==> src/rtl/symmetry_site_expander_dedup_core_macros.svh <==
// ----------------------------------------------------------------------------
// Symmetry site expander - assertion macros
// Shared concurrent-assertion helpers for the site expander RTL.
// ----------------------------------------------------------------------------
`ifndef SYMMETRY_SITE_EXPANDER_DEDUP_CORE_MACROS_SVH
`define SYMMETRY_SITE_EXPANDER_DEDUP_CORE_MACROS_SVH

// Same-cycle implication, checked outside reset.
`define SSED_ASSERT_NOW(label, clk, rst_n, ante, cons, msg) \
    label: assert property (@(posedge clk) disable iff (!rst_n) (ante) |-> (cons)) \
        else $error(msg);

// Next-cycle implication, checked outside reset.
`define SSED_ASSERT_NEXT(label, clk, rst_n, ante, cons, msg) \
    label: assert property (@(posedge clk) disable iff (!rst_n) (ante) |=> (cons)) \
        else $error(msg);

`endif

==> src/rtl/ssed_ram.sv <==
// ----------------------------------------------------------------------------
// Symmetry site expander - generic RAM
// One write port, one read port, registered read data, no reset.
// ----------------------------------------------------------------------------
module ssed_ram #(
    parameter  int WIDTH = 8,
    parameter  int DEPTH = 16,
    localparam int AW    = (DEPTH > 1) ? $clog2(DEPTH) : 1
) (
    input  logic             clk,
    input  logic             we,
    input  logic [AW-1:0]    waddr,
    input  logic [WIDTH-1:0] wdata,
    input  logic             re,
    input  logic [AW-1:0]    raddr,
    output logic [WIDTH-1:0] rdata
);

    logic [WIDTH-1:0] mem [DEPTH];

    always_ff @(posedge clk)
    begin
        if (we)
        begin
            mem[waddr] <= wdata;
        end
        if (re)
        begin
            rdata <= mem[raddr];
        end
    end

endmodule

==> config.mk <==
export PLATFORM = sky130hd
export DESIGN_NAME = ssed_ram
export DESIGN_NICKNAME = d
export VERILOG_FILES = /design/src/rtl/symmetry_site_expander_dedup_core_macros.svh /design/src/rtl/ssed_ram.sv
export SDC_FILE = /design/constraint.sdc
export NUM_CORES = 1
export LEC_CHECK = 0
export ABC_CLOCK_PERIOD_IN_PS = 2000
export BUFFER_PORTS_ARGS = -buffer_cell sky130_fd_sc_hd__buf_2
export CORE_AREA = 8 8 124 126
export DETAILED_ROUTE_END_ITERATION = 8
export DIE_AREA = 0 0 132 134
export HOLD_SLACK_MARGIN = 0.02
export SLEW_MARGIN = 30
export SYNTH_ARGS = -nofsm -noshare
export SYNTH_HDL_FRONTEND = slang
export SYNTH_SLANG_ARGS = --single-unit
==> constraint.sdc <==
create_clock -name clk -period 2 [get_ports clk]
set_input_delay 0 -clock clk [delete_from_list [all_inputs] [get_ports clk]]
set_output_delay 0 -clock clk [all_outputs]
set_load 0.01 [all_outputs]
==> impl_metrics.csv <==
group,metric,value,unit
run_status,status,"complete, no violations",
timing,finalSetupViolCount,0,
grt,grt_overflow,0,
pwr,seq_power_share,0.519,
cells_and_area,finalNetCount,311,
timing,fmax,664,MHz
timing,finalCriticalPeriod,1.51,ns
synth,synth_top_family_by_area,"multiplexers",
clock_network,cts-root-buf,"clkbuf_16",
worst_setup_path,worstSetupStartpointType,"register",
synth,ys_ff_latch,136,
timing,worstMarginPinSlew,0.717,ns
die,die_area,0.0177,mm^2
worst_setup_path,end_kind,"register",
synth,synthMuxAreaShare,0.148,
synth,avgSynthCellArea,22.8,um^2
synth,synthDistinctLibCells,18,
hold_path,hold_end,"mem[4][4]",
cells_and_area,seq_area,0.00408,mm^2
pwr,p_switching,1.20,mW
clock_network,numCtsBuffers,17,
synth,synth-xor-area-share,0,
die,die_w,132,um
pwr,powerDensity,995,mW/mm^2
placement,dp_hpwl,6710,um
cells_and_area,drive_above_1_share,0.281,
grt,grt_start_max_net_pins,33,
synth,yosys.area_share.adder,0,
timing,hold_viol,0,
grt,grtUsageTotal,0.127,
worst_setup_path,slowest_delay,0.50,ns
worst_setup_path,worst-setup-path-type,"register to register",
grt,antenna_found_initial,0,
worst_setup_path,critical_path.max_fanout,1,
timing,rsz0062_at_grt,"false",
worst_setup_path,worst-path-buf-inv,0,
timing,timing.final.crit_share,0.753,
drt,postRouteAntennaNets,0,
synth,synth_seq_area_share,0.781,
worst_setup_path,r2r_slack,0.49,ns
worst_setup_path,arrival,1.65,ns
worst_setup_path,r2r-end,"rdata[4]",
die,die_y,134,um
die,start_util,0.387,
worst_setup_path,reg2regPathDepth,3,
die,rows,43,
hold_path,hold_path_depth,3,
drt,detail_route.iter0.violations,211,
drt,drc,0,
run,drv_cap,0,
hold_path,worstHoldStart,"waddr[0]",
die,coreArea,0.0135,mm^2
synth,synthSimpleGateAreaFrac,0.0314,
grt,grt_pass1_vias,2632,
timing,skew,0.00588,ns
pwr,p_int,5.03,mW
synth,synth_nets,248,
pwr,sw_frac_of_total,0.193,
clock_network,cts_tree,"done",
clock_network,cts_resized,0,
worst_setup_path,r2r_start,"mem[9][4]",
pwr,p_leak,2.10,nW
drt,vias,2510,
synth,synth-compound-area-share,0.0230,
die,boundaryPins,27,
pwr,clkPwrFrac,0.431,
placement,numPortBuffers,26,
worst_setup_path,slowest_stage,"mux4_1",
hold_path,hp-class,"input port to register",
clock_network,clk_pin_slew,0.05,ns
drt,vias_per_cell,5.20,
worst_setup_path,critical_path_required,2.15,ns
drt,post_drt_wl_per_cell,21.8,um
drt,wirelength,10500,um
placement,dp_worst_setup_slack,0.335,ns
synth,synth_warnings,0,
pwr,p_comb_frac,0.051,
timing,slew_violations,0,
worst_setup_path,cp_top_family,"multiplexers",
timing,worst_slack,0.494,ns
cells_and_area,fillCellCount,1117,
clock_network,clock-sinks,136,
placement,gp_congestion,0.686,
cells_and_area,syn_to_final_growth,19.7,%
worst_setup_path,cp_cell_sequence,"mux4_1 > a22oi_1 > nand2_1",
placement,place_inst,444,
timing,setup_tns,0,ns
cells_and_area,fin_cells,483,
cells_and_area,multi_input_area,0.00106,mm^2
drt,firstDrtPassIters,4,
grt,grt_pass1_wl,16100,um
synth,syn-cell-area,0.00523,mm^2
pwr,irDropWorstVdd,501,uV
clock_network,insertion_delay,0.41,ns
clock_network,htree_levels,4,
cells_and_area,n_antenna_cell,0,
timing,maxSlewHeadroom,0.521,
synth,postSynthCellCount,229,
clock_network,cts_buffer_depth,2,
[placed cells by master (no fill, tap or decap)]
cell,instances
a22oi_1,16
clkinv_2,3
nor2b_1,1
buf_12,2
and2_1,1
nand2b_1,2
clkbuf_16,17
buf_2,26
or3b_2,1
bufinv_16,1
and2b_1,1
buf_4,17
nor3_1,4
nand3_1,1
clkbuf_1,7
mux4_2,18
dlygate4sd3_1,9
nand3b_1,2
edfxtp_1,136
nand2_1,9
nor2_1,13
mux4_1,14
clkinv_1,2
[per-layer routing]
layer,global-route usage,part of all wire,vias up
met2,0.197,0.48,73
met1,0.162,0.46,1317
met4,0.0459,0.015,0
met5,0,0,-
met3,0.0449,0.050,15
li1,-,-,1105
[timing repair]
action,CTS,global route
endpoints found under the hold margin,136,0
setup buffers,0,0
hold buffers,9,0
[power groups by stage]
stage | clock network (mW) | registers, mW | logic, mW
4_1_cts | 2.74 | 3.23 | 0.322
2_1_floorplan | 0 | 3.29 | 0.162
3_3_place_gp | 0 | 3.29 | 0.302
3_5_place_dp | 0 | 3.29 | 0.308
6_report | 2.68 | 3.23 | 0.315
5_1_grt | 2.86 | 3.23 | 0.342
[per-stage QoR]
| step | hold slack [ns] | util | total power, mW | area [um^2] |
|---|---|---|---|---|
| after CTS | 0.151 | 0.463 | 6.30 | 6260 |
| after global routing | 0.159 | 0.463 | 6.44 | 6260 |
| after global placement | 0.391 | 0.419 | 3.59 | 5660 |
| after floorplan | 0.0989 | - | 3.45 | 5230 |
| after detailed placement | 0.392 | 0.419 | 3.60 | 5660 |
| final | 0.168 | 0.463 | 6.23 | 6260 |
[cells in the mapped netlist]
master | n | area (um^2)
nor2_1 | 13 | 48.8
nand2b_1 | 2 | 12.5
nor3_1 | 4 | 20.0
buf_4 | 1 | 7.51
and2b_1 | 1 | 7.51
mux4_2 | 18 | 405
nand3b_1 | 2 | 15.0
nand2_1 | 9 | 33.8
or3b_2 | 1 | 8.76
a22oi_1 | 16 | 120
buf_2 | 3 | 15.0
buf_6 | 3 | 33.8
mux4_1 | 14 | 368
clkdlybuf4s25_2 | 3 | 30.0
nor2b_1 | 1 | 6.26
and2_1 | 1 | 6.26
edfxtp_1 | 136 | 4080
nand3_1 | 1 | 5.00
[worst register-to-register path, cell delays in order, from the launching register on]
cell and delay [ns]:
edfxtp_1 0.36, mux4_1 0.50, a22oi_1 0.30, nand2_1 0.08
[sequential cells by signal (all words and copies together), names as in the netlist]
signal and count:
mem 128, rdata 8
[final cells by class]
type / count / area share
Clock buffer: 24 / 0.0722
Sequential cell: 136 / 0.653
Timing Repair Buffer: 54 / 0.0620
Clock inverter: 6 / 0.00840
Multi-Input combinational cell: 83 / 0.169
Tap cell: 180 / 0.0360
[how the worst max path moves through the flow]
stage | end | cells after the start | slack, ns | from
2_1_floorplan | mem[0][0] | 2 | 0.51 | waddr[2]
3_3_place_gp | rdata[4] | 5 | 0.32 | raddr[0]
3_5_place_dp | rdata[4] | 5 | 0.33 | raddr[0]
4_1_cts | rdata[4] | 3 | 0.45 | mem[9][4]
5_1_grt | rdata[4] | 3 | 0.40 | mem[9][4]
6_report | rdata[4] | 3 | 0.49 | mem[9][4]
[cells by family (layout without fill, tap and decap cells)]
family,after synthesis,count (layout)
buffers and inverters,10,84
AND/OR/NAND/NOR,35,35
flip-flops,136,136
AO/OA/AOI/OAI,16,16
multiplexers,32,32
No activity file was read; power rests on OpenSTA's default activity.
