<file path="config.mk">
export PLATFORM = sky130hd
export DESIGN_NAME = ssed_dist
export DESIGN_NICKNAME = d
export VERILOG_FILES = /design/src/rtl/symmetry_site_expander_dedup_core_macros.svh /design/src/rtl/ssed_pkg.sv /design/src/rtl/ssed_dist.sv
export SDC_FILE = /design/constraint.sdc
export NUM_CORES = 2
export LEC_CHECK = 0
export ABC_AREA = 0
export CORE_ASPECT_RATIO = 0.8
export CORE_UTILIZATION = 47
export CTS_BUF_LIST = sky130_fd_sc_hd__clkbuf_8
export DETAILED_ROUTE_END_ITERATION = 10
export DONT_BUFFER_PORTS = 1
export GPL_TIMING_DRIVEN = 0
export PLACE_DENSITY = 0.6
export RECOVER_POWER = 50
export SYNTH_ARGS = -nofsm -noshare
export SYNTH_HDL_FRONTEND = slang
export SYNTH_SLANG_ARGS = --single-unit
</file>
<file path="constraint.sdc">
create_clock -name clk -period 8.9 [get_ports clk]
set_input_delay 1.78 -clock clk [delete_from_list [all_inputs] [get_ports clk]]
set_output_delay 1.78 -clock clk [all_outputs]
set_load 0.05 [all_outputs]
</file>
<file path="src/rtl/symmetry_site_expander_dedup_core_macros.svh">
// ----------------------------------------------------------------------------
// Symmetry site expander - assertion macros
// Shared concurrent-assertion helpers for the site expander RTL.
// ----------------------------------------------------------------------------
`ifndef SYMMETRY_SITE_EXPANDER_DEDUP_CORE_MACROS_SVH
`define SYMMETRY_SITE_EXPANDER_DEDUP_CORE_MACROS_SVH

// Same-cycle implication, checked outside reset.
`define SSED_ASSERT_NOW(label, clk, rst_n, ante, cons, msg) \
    label: assert property (@(posedge clk) disable iff (!rst_n) (ante) |-> (cons)) \
        else $error(msg);

// Next-cycle implication, checked outside reset.
`define SSED_ASSERT_NEXT(label, clk, rst_n, ante, cons, msg) \
    label: assert property (@(posedge clk) disable iff (!rst_n) (ante) |=> (cons)) \
        else $error(msg);

`endif

</file>
<file path="src/rtl/ssed_pkg.sv">
// ----------------------------------------------------------------------------
// Symmetry site expander - package
// Sizes, codes, FSM type and the operator row arithmetic.
// ----------------------------------------------------------------------------
package ssed_pkg;

    localparam int MAX_OPS    = 64;
    localparam int MAX_SITES  = 1024;
    localparam int FRAC_BITS  = 16;

    localparam int FUNC_W     = 2;
    localparam int ROT_W      = 18;
    localparam int COORD_W    = 16;
    localparam int TAG_W      = 16;
    localparam int OP_INDEX_W = 6;
    localparam int THR_W      = 34;

    localparam logic [THR_W-1:0] THR_RESET = 34'd4295;

    localparam int OPC_W  = $clog2(MAX_OPS + 1);
    localparam int OPA_W  = (MAX_OPS > 1) ? $clog2(MAX_OPS) : 1;
    localparam int SC_W   = $clog2(MAX_SITES + 1);
    localparam int SA_W   = (MAX_SITES > 1) ? $clog2(MAX_SITES) : 1;
    localparam int SITE_W = 3 * FRAC_BITS;
    localparam int OP_W   = ROT_W + SITE_W;
    localparam int SQ_W   = 2 * FRAC_BITS;
    localparam int SUM_W  = SQ_W + 2;
    localparam int CMP_W  = (SUM_W > THR_W) ? SUM_W : THR_W;

    typedef logic [FRAC_BITS-1:0] frac_t;

    typedef enum logic [FUNC_W-1:0] {
        FUNC_CLEAR  = 2'd0,
        FUNC_LOAD   = 2'd1,
        FUNC_EXPAND = 2'd2
    } func_t;

    localparam logic [1:0] COEF_PLUS  = 2'd1;
    localparam logic [1:0] COEF_MINUS = 2'd2;

    typedef enum logic [2:0] {
        ST_IDLE,
        ST_OP_RD,
        ST_OP_WAIT,
        ST_SCAN,
        ST_DECIDE
    } state_t;

    typedef struct packed {
        logic busy;
        logic hit;
    } dist_status_t;

    function automatic frac_t coef_term(input logic [1:0] code, input frac_t v);
        frac_t res;
        case (code)
            COEF_PLUS:  res = v;
            COEF_MINUS: res = frac_t'(0) - v;
            default:    res = '0;
        endcase
        return res;
    endfunction

    // One output row: translation plus signed unit terms, wrapped mod one.
    function automatic frac_t xform_row(input logic [5:0] codes, input frac_t t,
                                        input frac_t p0, input frac_t p1,
                                        input frac_t p2);
        frac_t res;
        res = t + coef_term(codes[1:0], p0) + coef_term(codes[3:2], p1)
                + coef_term(codes[5:4], p2);
        return res;
    endfunction

endpackage

</file>
<file path="src/rtl/ssed_dist.sv">
// ----------------------------------------------------------------------------
// Symmetry site expander - distance unit
// Three-stage squared-distance pipeline shared by every site compare:
// absolute difference, square, sum and threshold compare.
// ----------------------------------------------------------------------------
module ssed_dist (
    input  logic                        clk,
    input  logic                        rst_n,
    input  logic                        valid,
    input  logic [ssed_pkg::SITE_W-1:0] site,
    input  logic [ssed_pkg::SITE_W-1:0] q,
    input  logic [ssed_pkg::THR_W-1:0]  thr,
    output ssed_pkg::dist_status_t      status
);
    import ssed_pkg::*;

    logic              v1_reg, v2_reg, v3_reg;
    frac_t             diff_reg [3];
    frac_t             diff_next [3];
    logic [SQ_W-1:0]   sq_reg [3];
    logic [SUM_W-1:0]  sum;
    logic              lt_reg, lt_next;

    always_comb
    begin
        for (int i = 0; i < 3; i++)
        begin
            if (site[i*FRAC_BITS +: FRAC_BITS] >= q[i*FRAC_BITS +: FRAC_BITS])
            begin
                diff_next[i] = site[i*FRAC_BITS +: FRAC_BITS] - q[i*FRAC_BITS +: FRAC_BITS];
            end
            else
            begin
                diff_next[i] = q[i*FRAC_BITS +: FRAC_BITS] - site[i*FRAC_BITS +: FRAC_BITS];
            end
        end
        sum     = SUM_W'(sq_reg[0]) + SUM_W'(sq_reg[1]) + SUM_W'(sq_reg[2]);
        lt_next = CMP_W'(sum) < CMP_W'(thr);
    end

    always_ff @(posedge clk or negedge rst_n)
    begin
        if (!rst_n)
        begin
            v1_reg <= 1'b0;
            v2_reg <= 1'b0;
            v3_reg <= 1'b0;
        end
        else
        begin
            v1_reg <= valid;
            v2_reg <= v1_reg;
            v3_reg <= v2_reg;
        end
    end

    always_ff @(posedge clk)
    begin
        for (int i = 0; i < 3; i++)
        begin
            diff_reg[i] <= diff_next[i];
            sq_reg[i]   <= SQ_W'(diff_reg[i]) * SQ_W'(diff_reg[i]);
        end
        lt_reg <= lt_next;
    end

    assign status.busy = v1_reg | v2_reg | v3_reg;
    assign status.hit  = v3_reg & lt_reg;

endmodule

</file>
==> impl_summary.log <==
INFO  metric timing.critical_path.buf_inv = 5
INFO  metric wire_per_inst = ~16 um
INFO  metric path_cells = clkbuf_1, clkbuf_1, nand2_1, fa_1, inv_1, fa_1, fa_1, fa_1, fa_1, inv_1, fa_1, inv_1, ha_1, a21o_1, a21o_1, a2111oi_0, o31ai_1, a21oi_2, nor3_1, a2111oi_2, xnor2_1
INFO  metric worst_reg_to_reg_cells = 21
INFO  metric clkSlewWorstSetupHoldPaths = 0.12 ns
INFO  metric cell_count_after_placement = between 4,000 and 5,000
INFO  metric fp.dieArea = 0.0695 mm2
INFO  metric max_slew.worst_pin.slew = 1.11 ns
INFO  metric die_x = 295 um
INFO  metric cts_max_level = 4
INFO  metric reg2reg_setup_slack = 1.52 ns
INFO  metric synth_simple_gate_area_share = between 10% and 20%
INFO  metric critPathLaunch = diff_reg[0][4]
INFO  metric synth_top_cells_by_area = fa_1, ha_1, inv_1, dfxtp_1, nand2_1
INFO  metric largest_stage_delay_on_the_critical_path = roughly 0.63 ns
INFO  metric final_max_slew_viol_count = 0
INFO  metric synth_compound_area_share = 11.4%
INFO  metric synth_register_bits = 145
INFO  metric ant_nets = 0
INFO  metric critical-path-top-delay-family = adder cells
INFO  metric wirelength = 75,800 um
INFO  metric grt_pass1_wl = 125,000 um
INFO  metric post_synth_fa_ha_maj_area_fraction = 50.4%
INFO  metric yosys.area.top_type_share = around a third
INFO  metric track_usage = 22.9%
INFO  metric critical_path.most_common_cell = fa_1
INFO  metric drt_pass1_iterations = 5
INFO  metric r2r-end = sq_reg[0][31]
INFO  metric number_of_antenna_violations_at_the_first_check_in_global_routing = 3
INFO  metric critical_path_required = around 9.3 ns
INFO  metric slew_headroom = between 20% and 30%
INFO  metric r2r_start = diff_reg[0][4]
INFO  metric drive_gt1_share = 1.95%
INFO  metric share_of_the_synthesized_netlist_area_taken_by_xor_and_xnor_gates = 4.66%
INFO  metric hold_path_class = reg -> reg
INFO  metric critical-path-slowest-cell = clkbuf_1
INFO  metric cts_tree = done
INFO  metric setup.worst_path.start_class = register
INFO  metric fin_cells = 4,600
INFO  metric grt_pass1_vias = 23,900
INFO  metric clock_latency = 0.57 ns
INFO  metric yosys.cell_types.count = 75
INFO  metric initial_utilization = 47.6%
INFO  metric classification_of_the_worst_setup_path = reg -> reg
INFO  metric cts-root-buf = clkbuf_8
INFO  metric fin_nets = 4,786
INFO  metric io_buffers = 0
INFO  metric overflow = 0
INFO  metric outcome = finished, final reports clean
INFO  metric detail_route.iter0.violations = 1,352
INFO  metric synth.cells.most_frequent = inv_1, fa_1, ha_1
INFO  metric cts_sinks = ~150
INFO  metric multiplexer_area_fraction_after_synthesis = 1.46%
INFO  metric final.setup.tns = 0 ns
INFO  metric routed_via_density = 5.10
INFO  metric hold_violations = 0
INFO  metric synth_enable_flop_cells = 0
INFO  metric period_minus_slack = roughly 7.4 ns
INFO  metric largest_register_ffs = 93
INFO  metric timing.final.setup_violations = 0
INFO  metric endpoint = sq_reg[0][31]
INFO  metric core_region_area = roughly 0.068 mm2
INFO  metric postSynth.asyncResetShare = 2.07%
INFO  metric syn2layout_area_growth = 4.83%
INFO  metric dominant_cell_type_by_area_after_synthesis = fa_1
INFO  metric cts_made_buffers = 17
INFO  metric post_cts_resized = 0
INFO  metric mappedNetlistArea = between 0.03 and 0.04 mm2
INFO  metric max_cap_violations = 0
INFO  metric die-height = 236 um
INFO  metric count_leader_synth = inv_1
INFO  metric postSynthCellCount = around 3,700
INFO  metric syn_avg_cell_area = 8.81 um2
INFO  metric cts_buffer_depth = 2
INFO  metric dominantRegCellSynth = dfxtp_1
INFO  metric hold_buffers = 0
INFO  metric worstPathMaxFanout = 10
INFO  metric gpl.final_weighted_congestion = 0.888
INFO  metric synth_seq_area_share = 9.07%
INFO  metric critPathCaptureType = register
INFO  metric achievable-frequency = 136 MHz
INFO  metric detailroute.via_count = 23,500
INFO  metric skew = 0.0256 ns
INFO  metric fillerInstances = roughly 6,600
INFO  metric timing.final.crit_share = 82.9%
INFO  metric combinational_family_with_the_most_area_after_synthesis = adder cells
INFO  metric path_depth = 21
INFO  metric detailed_placer_s_ending_hpwl = 65,700 um
INFO  metric cts_setup_buffers = 0
INFO  metric route.detailed.drc = 0
INFO  metric synth-warning-count = 0
INFO  metric rows = 85
INFO  metric num_io_pins = 135
INFO  metric unrepaired_setup_endpoints_after_global_routing = false
INFO  metric grt_start_max_net_pins = 18
INFO  metric arrival = ~7.8 ns
worst register-to-register path, delay by kind of cell, from the launching register on:
kind,cells,cell delay [ns]
xor gates and xnor gates,1,0.15
buffers and inverters,5,1.24
AOI/OAI and AO/OA,6,1.70
and+or+nand+nor,2,0.30
DFF,1,0.50
adders and majority gates,7,3.32
worst min-delay path by stage:
stage / from / to / cells after the start
finish: v2_reg / v3_reg / 0
global route: v2_reg / v3_reg / 0
CTS: v2_reg / v3_reg / 0
detailed placement: v2_reg / v3_reg / 0
global placement: v2_reg / v3_reg / 0
floorplan: diff_reg[0][16] / sq_reg[0][32] / 0
layout by cell type (no fill, tap or decap), drive strengths merged, types with 25 or more instances in the layout:
cell    instances
mux2i          38
a21oi         158
and3           27
xnor2         111
a21o          116
inv           917
nor2b          40
a31oi          25
nor2          127
dfxtp         142
nand2         296
fa            525
nand3          27
nand4          26
nor3           27
xor2           60
and2          121
clkbuf        111
o21ai          87
ha            456
logic make-up (layout without fill, tap and decap cells):
logic type,Yosys count,in the layout
xor gates and xnor gates,171,171
AOI/OAI and AO/OA,553,553
other,2,5
adders and majority gates,981,981
and+or+nand+nor,751,751
muxes,46,46
buffers and inverters,1003,1035
DFF,145,145
stage by stage:
step	hold WS (ns)	instance area [um2]	util, %	worst slack (ns)
final	0.376	33700	49.9	1.52
after global routing	0.397	33700	49.9	1.07
after CTS	0.381	33700	50.0	1.59
after detailed placement	0.361	33300	49.3	1.65
after global placement	0.354	33300	49.3	1.67
after floorplan	0.342	32200	-	2.80
metal layers:
layer | up-vias | track usage, % | part of all wire [%]
met5 | - | 0 | 0.017
met4 | 2 | 4.31 | 1.2
met3 | 64 | 4.29 | 6.0
met2 | 497 | 33.2 | 41
met1 | 11400 | 35.1 | 51
li1 | 11500 | - | -
layout make-up:
type	instances	area, um2	share of cell area, %
plain buffers	97	368	1.09
inverters	906	3400	10.1
clock buffers	17	234	0.694
multi-input cells	2505	25500	75.5
flip-flops and latches	145	2920	8.65
diodes	2	5.00	0.0148
clock inverters	15	185	0.549
well taps	913	1140	3.39
Power is not shown: default switching activity piles up to over one toggle a cycle in this logic, so the estimate is an artifact.
